**src/rtl/core/sjn_pkg.sv**
```systemverilog
package sjn_pkg;

   localparam int QUEUE_DEPTH = 16;
   localparam int CNT_W       = $clog2(QUEUE_DEPTH + 1);

   localparam logic OP_TICK   = 1'b0;
   localparam logic OP_ARRIVE = 1'b1;

   typedef struct packed {
      logic        operation;
      logic [7:0]  task_id;
      logic [15:0] run_length;
      logic [15:0] requested_time;
   } req_type;

   typedef struct packed {
      logic [31:0] cycle_now;
      logic [7:0]  running_task;
      logic        busy_res;
      logic        dispatched;
      logic [4:0]  waiting_count;
      logic        accepted;
   } rsp_type;

   typedef struct packed {
      logic [7:0]  task_id;
      logic [15:0] run_length;
      logic [15:0] requested_time;
   } entry_type;

   // the command for the whole chain of cells: push and pop are never both set
   typedef struct packed {
      logic push;
      logic pop;
   } queue_cmd_type;

   typedef struct packed {
      entry_type        head;
      logic             head_valid;
      logic             full;
      logic [CNT_W-1:0] count;
   } queue_status_type;

endpackage

```
**src/rtl/core/sjn_cell.sv**
```systemverilog
module sjn_cell (
   input  logic                  clock,
   input  logic                  reset,
   input  sjn_pkg::queue_cmd_type cmd,
   input  sjn_pkg::entry_type    new_entry,
   input  sjn_pkg::entry_type    left_entry,
   input  logic                  left_valid,
   input  logic                  left_keep,
   input  sjn_pkg::entry_type    right_entry,
   input  logic                  right_valid,
   output sjn_pkg::entry_type    entry,
   output logic                  valid,
   output logic                  keep
);
   import sjn_pkg::*;

   entry_type entry_ff, entry_in;
   logic      valid_ff, valid_in;

   // an entry stays put on insertion when its key does not exceed the new one,
   // so equal keys keep arrival order
   assign keep = valid_ff && (entry_ff.requested_time <= new_entry.requested_time);

   always_comb begin
      entry_in = entry_ff;
      valid_in = valid_ff;
      if (cmd.push) begin
         if (!keep) begin
            if (left_keep) begin
               entry_in = new_entry;
               valid_in = 1'b1;
            end else begin
               entry_in = left_entry;
               valid_in = left_valid;
            end
         end
      end else if (cmd.pop) begin
         entry_in = right_entry;
         valid_in = right_valid;
      end
   end

   always_ff @(posedge clock) begin
      if (reset) begin
         valid_ff <= 1'b0;
      end else begin
         valid_ff <= valid_in;
      end
   end

   always_ff @(posedge clock) begin
      entry_ff <= entry_in;
   end

   assign entry = entry_ff;
   assign valid = valid_ff;

endmodule

```
**src/rtl/core/sjn_queue.sv**
```systemverilog
module sjn_queue (
   input  logic                     clock,
   input  logic                     reset,
   input  sjn_pkg::queue_cmd_type   cmd,
   input  sjn_pkg::entry_type       new_entry,
   output sjn_pkg::queue_status_type status
);
   import sjn_pkg::*;

   entry_type              entries [QUEUE_DEPTH];
   logic [QUEUE_DEPTH-1:0] valid_vec;
   logic [QUEUE_DEPTH-1:0] keep_vec;
   logic [CNT_W-1:0]       count_ff, count_in;

   for (genvar i = 0; i < QUEUE_DEPTH; i++) begin : g_cell
      entry_type left_entry, right_entry;
      logic      left_valid, left_keep, right_valid;

      if (i == 0) begin : g_first
         assign left_entry = new_entry;
         assign left_valid = 1'b0;
         assign left_keep  = 1'b1;
      end else begin : g_mid
         assign left_entry = entries[i-1];
         assign left_valid = valid_vec[i-1];
         assign left_keep  = keep_vec[i-1];
      end

      if (i == QUEUE_DEPTH - 1) begin : g_last
         assign right_entry = new_entry;
         assign right_valid = 1'b0;
      end else begin : g_inner
         assign right_entry = entries[i+1];
         assign right_valid = valid_vec[i+1];
      end

      sjn_cell u_cell (
         .clock       (clock),
         .reset       (reset),
         .cmd         (cmd),
         .new_entry   (new_entry),
         .left_entry  (left_entry),
         .left_valid  (left_valid),
         .left_keep   (left_keep),
         .right_entry (right_entry),
         .right_valid (right_valid),
         .entry       (entries[i]),
         .valid       (valid_vec[i]),
         .keep        (keep_vec[i])
      );
   end

   always_comb begin
      count_in = count_ff;
      if (cmd.push) begin
         count_in = count_ff + CNT_W'(1);
      end else if (cmd.pop) begin
         count_in = count_ff - CNT_W'(1);
      end
   end

   always_ff @(posedge clock) begin
      if (reset) begin
         count_ff <= '0;
      end else begin
         count_ff <= count_in;
      end
   end

   assign status.head       = entries[0];
   assign status.head_valid = valid_vec[0];
   assign status.full       = (count_ff == CNT_W'(QUEUE_DEPTH));
   assign status.count      = count_ff;

`ifndef ASSERT_OFF
   a_count_matches: assert property (@(posedge clock) disable iff (reset)
      $countones(valid_vec) == int'(count_ff))
      else $error("queue count out of step with valid cells");

   a_valid_prefix: assert property (@(posedge clock) disable iff (reset)
      (valid_vec & (valid_vec + {{(QUEUE_DEPTH-1){1'b0}}, 1'b1})) == '0)
      else $error("valid cells do not form a prefix");

   a_cmd_exclusive: assert property (@(posedge clock) disable iff (reset)
      !(cmd.push && cmd.pop) && !(cmd.push && status.full) &&
      !(cmd.pop && !status.head_valid))
      else $error("illegal queue command");
`endif

endmodule

```
**src/rtl/core/shortest_job_next_scheduler_unit.sv**
```systemverilog
// Non-preemptive shortest-job-next scheduler. Pulse start with a request while
// busy is low; busy then stays high for one cycle while a row of cells keeps
// the ready queue sorted by requested time (ties in arrival order), and a start
// while busy is high is ignored. The response for an item appears on rsp_data
// with rsp_strobe high for exactly one cycle, in the cycle after busy; it must
// be captured then, there is no way to hold it. An arrival on a full queue is
// dropped with accepted 0. There is no clearing pass: the block is ready right
// after reset.
module shortest_job_next_scheduler_unit (
   input  logic             clock,
   input  logic             reset,
   input  logic             start,
   output logic             busy,
   input  sjn_pkg::req_type req_data,
   output logic             rsp_strobe,
   output sjn_pkg::rsp_type rsp_data
);
   import sjn_pkg::*;

   logic             pend_ff;
   req_type          req_ff;
   rsp_type          rsp_ff, rsp_in;
   logic             strobe_ff;
   logic [31:0]      counter_ff, counter_in;
   logic [31:0]      finish_ff, finish_in;
   logic             proc_busy_ff, proc_busy_in;
   logic [7:0]       current_ff, current_in;

   queue_cmd_type    qcmd;
   queue_status_type qstat;
   entry_type        new_entry;
   logic             still_busy;
   logic [CNT_W-1:0] count_after;
   logic [31:0]      count_wide;

   assign new_entry.task_id        = req_ff.task_id;
   assign new_entry.run_length     = req_ff.run_length;
   assign new_entry.requested_time = req_ff.requested_time;

   sjn_queue u_queue (
      .clock     (clock),
      .reset     (reset),
      .cmd       (qcmd),
      .new_entry (new_entry),
      .status    (qstat)
   );

   always_comb begin
      qcmd.push    = 1'b0;
      qcmd.pop     = 1'b0;
      counter_in   = counter_ff;
      finish_in    = finish_ff;
      proc_busy_in = proc_busy_ff;
      current_in   = current_ff;
      still_busy   = proc_busy_ff && (counter_ff != finish_ff);
      count_after  = qstat.count;
      if (pend_ff) begin
         if (req_ff.operation == OP_ARRIVE) begin
            qcmd.push = !qstat.full;
            if (!qstat.full) begin
               count_after = qstat.count + CNT_W'(1);
            end
         end else begin
            proc_busy_in = still_busy;
            if (!still_busy && qstat.head_valid) begin
               qcmd.pop     = 1'b1;
               count_after  = qstat.count - CNT_W'(1);
               current_in   = qstat.head.task_id;
               finish_in    = counter_ff + 32'(qstat.head.run_length);
               proc_busy_in = 1'b1;
            end
            counter_in = counter_ff + 32'd1;
         end
      end
      count_wide = 32'(count_after);
   end

   always_comb begin
      rsp_in.cycle_now     = counter_ff;
      rsp_in.running_task  = current_in;
      rsp_in.busy_res      = proc_busy_in;
      rsp_in.dispatched    = qcmd.pop;
      rsp_in.waiting_count = count_wide[4:0];
      rsp_in.accepted      = qcmd.push;
   end

   always_ff @(posedge clock) begin
      if (reset) begin
         pend_ff      <= 1'b0;
         strobe_ff    <= 1'b0;
         counter_ff   <= 32'd1;
         finish_ff    <= '0;
         proc_busy_ff <= 1'b0;
         current_ff   <= '0;
      end else begin
         pend_ff      <= start && !pend_ff;
         strobe_ff    <= pend_ff;
         counter_ff   <= counter_in;
         finish_ff    <= finish_in;
         proc_busy_ff <= proc_busy_in;
         current_ff   <= current_in;
      end
   end

   always_ff @(posedge clock) begin
      if (start && !pend_ff) begin
         req_ff <= req_data;
      end
      if (pend_ff) begin
         rsp_ff <= rsp_in;
      end
   end

   assign busy       = pend_ff;
   assign rsp_strobe = strobe_ff;
   assign rsp_data   = rsp_ff;

`ifndef ASSERT_OFF
   a_beat_follows: assert property (@(posedge clock) disable iff (reset)
      busy |=> rsp_strobe)
      else $error("accepted beat produced no response");

   a_dispatch_busy: assert property (@(posedge clock) disable iff (reset)
      rsp_strobe && rsp_data.dispatched |-> rsp_data.busy_res && !rsp_data.accepted)
      else $error("dispatch without busy processor");

   a_tick_advances: assert property (@(posedge clock) disable iff (reset)
      pend_ff && (req_ff.operation == OP_TICK) |=> counter_ff == $past(counter_ff) + 32'd1)
      else $error("cycle counter did not advance on tick");
`endif

endmodule
```
**config.mk**
```make
export PLATFORM = sky130hd
export DESIGN_NAME = shortest_job_next_scheduler_unit
export DESIGN_NICKNAME = d
export VERILOG_FILES = /design/src/rtl/core/sjn_pkg.sv /design/src/rtl/core/sjn_cell.sv /design/src/rtl/core/sjn_queue.sv /design/src/rtl/core/shortest_job_next_scheduler_unit.sv
export SDC_FILE = /design/constraint.sdc
export NUM_CORES = 2
export LEC_CHECK = 0
export ABC_CLOCK_PERIOD_IN_PS = 4400
export BUFFER_PORTS_ARGS = -buffer_cell sky130_fd_sc_hd__buf_2
export CAP_MARGIN = 20
export CORE_ASPECT_RATIO = 1.5
export CORE_MARGIN = 4
export CORE_UTILIZATION = 45
export DETAILED_ROUTE_END_ITERATION = 12
export GPL_ROUTABILITY_DRIVEN = 1
export RECOVER_POWER = 50
export SYNTH_ARGS = -nofsm -noshare
export SYNTH_HDL_FRONTEND = slang
export SYNTH_HIERARCHICAL = 1
export SYNTH_SLANG_ARGS = --single-unit
```
**constraint.sdc**
```tcl
create_clock -name clock -period 4.4 [get_ports clock]
set_input_delay 0.66 -clock clock [delete_from_list [all_inputs] [get_ports clock]]
set_output_delay 0.66 -clock clock [all_outputs]
set_load 0.005 [all_outputs]
```
==> results_dict.tcl <==
set metrics [dict create \
    syn_avg_cell_area_um2 10.6 \
    slowest_stage "edfxtp_1" \
    ctsResizeCount 0 \
    drcViolationCount 0 \
    die_h_um 406 \
    critPathCaptureType "flop" \
    startpoint_type "flop" \
    grt-ovfl-total 0 \
    dp.final_hpwl_mm 78.8 \
    cp_max_fo 31 \
    cellLeakagePower_nw 19.2 \
    synth_cells 4493 \
    drt_wl_total_mm 109 \
    cts_sinks 825 \
    drt_iter0_markers 1912 \
    nets 4813 \
    ctsHoldBuffers 0 \
    final-setup-viol-count 0 \
    post-place-ws_ns 0.611 \
    place_congestion 0.830 \
    skew_ns 0.0200 \
    grt_usage 0.193 \
    clockRootBuffer "clkbuf_16" \
    grt_pass1_vias 31500 \
    die_x_um 274 \
    worstPathRequired_ns 4.77 \
    dieArea_mm2 0.111 \
    cts_setup_buffers 0 \
    met1_length_mm 47.4 \
    port_buffers 93 \
    grt_start_max_net_pins 128 \
    fin_ws_ns 0.406 \
    yosysWarnings 6 \
    route.top_layer_used "met4" \
    n_antenna_cell 0 \
    drive_gt1_frac 0.0743 \
    avgRoutedWirePerCell_um 18.3 \
    clkLatencyLatePin_ns 0.68 \
    cts_buffers 84 \
    p_per_area_mw_per_mm2 355 \
    slew_headroom -0.212 \
    fin_crit_sh 0.908 \
    fmaxAchievable_mhz 250 \
    clk_pin_slew_ns 0.06 \
    worstPathArrival_ns 4.36 \
    wl_met3_mm 3.28 \
    violations "capacitance limit, slew limit" \
    grt_pass1_wl_mm 174 \
    initial_utilization 0.455 \
    avgViaCountPerCell 5.37 \
    critPathKind "reg -> reg" \
    finalHoldViolCount 0 \
    antenna_left 0 \
    min_period_ns 3.99 \
    wl_met2_mm 55.0 \
    hold_path.class "in -> reg" \
    cp_slowest_stage_delay_ns 0.76 \
    rsz0062_at_grt "false" \
    cts.path.max_buffers 3 \
    cts_tree "yes" \
    ioPinCount 94 \
    drt-pass1-iter-count 5 \
    antenna_found_initial 0 \
    slew_viol_final 37 \
    syn-cell-area_mm2 0.0476 \
    htree_levels 3 \
    vias 32000 \
    status "finished, violations left" \
    peakVddDrop_mv 0.344 \
    maxCapViolCount 1 \
    area_growth_pct 10.0 \
    tightestPinTransition_ns 1.82 \
    rows 145 \
    worstPathCellList "clkbuf_1, inv_1, ha_1, nand4_1, nor4_1, nand4_1, o31a_2, inv_1, buf_12, mux2i_1, a21oi_1" \
    setup_tns_ns 0 \
    core_mm2 0.105 \
]
==> flip-flops by register name, summed over array words and instances, names as in the netlist <==
| register | flops |
|---|---|
| req_ff | 1 |
| current_ff | 8 |
| new_entry | 40 |
| busy | 1 |
| rsp_strobe | 1 |
| proc_busy_ff | 1 |
| counter_ff | 32 |
| u_queue/g_cell.u_cell/valid | 16 |
| finish_ff | 32 |
| u_queue/g_cell.u_cell/entry | 640 |
| rsp_data | 48 |
| u_queue/count_ff | 5 |
==> layer usage <==
layer	vias up	track usage
met1	14900	0.240
met2	485	0.349
met5	-	0
li1	16400	-
met4	0	0.0640
met3	156	0.0219
==> layout make-up <==
type,instances,area [um^2]
Clock inverter,47,537
Multi-Input combinational cell,3107,21500
Inverter,297,1110
Clock buffer,111,2400
Timing Repair Buffer,174,1270
Fill cell,9563,52300
Tap cell,1396,1750
Sequential cell,825,23800
==> power breakdown <==
group	switching [W]	internal [W]
combinational	0.00110	0.000708
sequential	0.000285	0.00888
clock	0.00318	0.00446
total	0.00457	0.0140
==> placed cells by master (no fill, tap or decap), types with 20 or more instances in the layout <==
cell type  instances
mux2i_1          652
buf_4             38
nor4_1            24
nor3_1            24
o211ai_1          20
buf_2             55
clkbuf_16         90
nor2_1           722
inv_1            293
o21ai_0           33
nand2_1           98
dfxtp_1           96
and3_1            21
nor2b_1           36
nand4_1           59
a21oi_1          763
edfxtp_1         729
buf_12            24
a211oi_1          37
xor2_1            60
ha_1             278
xnor2_1           23
clkbuf_1          62
o21a_1            41
==> final timing paths <==
path                       from                                 end  slack [ns]  cells past startpoint
setup / recovery  new_entry[10]  u_queue/g_cell[2].u_cell/entry[28]        0.41                     11
hold / removal     req_data[37]                       new_entry[37]        0.16                      1
setup reg to reg  new_entry[10]  u_queue/g_cell[2].u_cell/entry[28]        0.41                     11
hold reg to reg   finish_ff[25]                       finish_ff[25]        0.48                      2
==> worst max-delay path: cells and delay by family, from the launching register on <==
kind | cells | cell delay [ns]
simple gates | 3 | 0.87
flops | 1 | 0.76
mux | 1 | 0.25
compound gates | 2 | 0.27
buf+inv | 4 | 1.21
fa+ha+maj | 1 | 0.29
==> through the flow <==
step | power [W] | hold slack (ns) | cells | instance area, um^2 | utilization
2_1_floorplan | 0.0106 | 0.403 | 4494 | 47600 | -
3_3_place_gp | 0.0111 | 0.468 | 5799 | 49700 | 0.475
3_5_place_dp | 0.0112 | 0.472 | 5799 | 49700 | 0.475
4_1_cts | 0.0189 | 0.0997 | 5957 | 52700 | 0.503
5_1_grt | 0.0194 | 0.121 | 5957 | 52400 | 0.501
6_report | 0.0186 | 0.156 | 5957 | 52400 | 0.501
No activity file was read; power rests on OpenSTA's default activity.
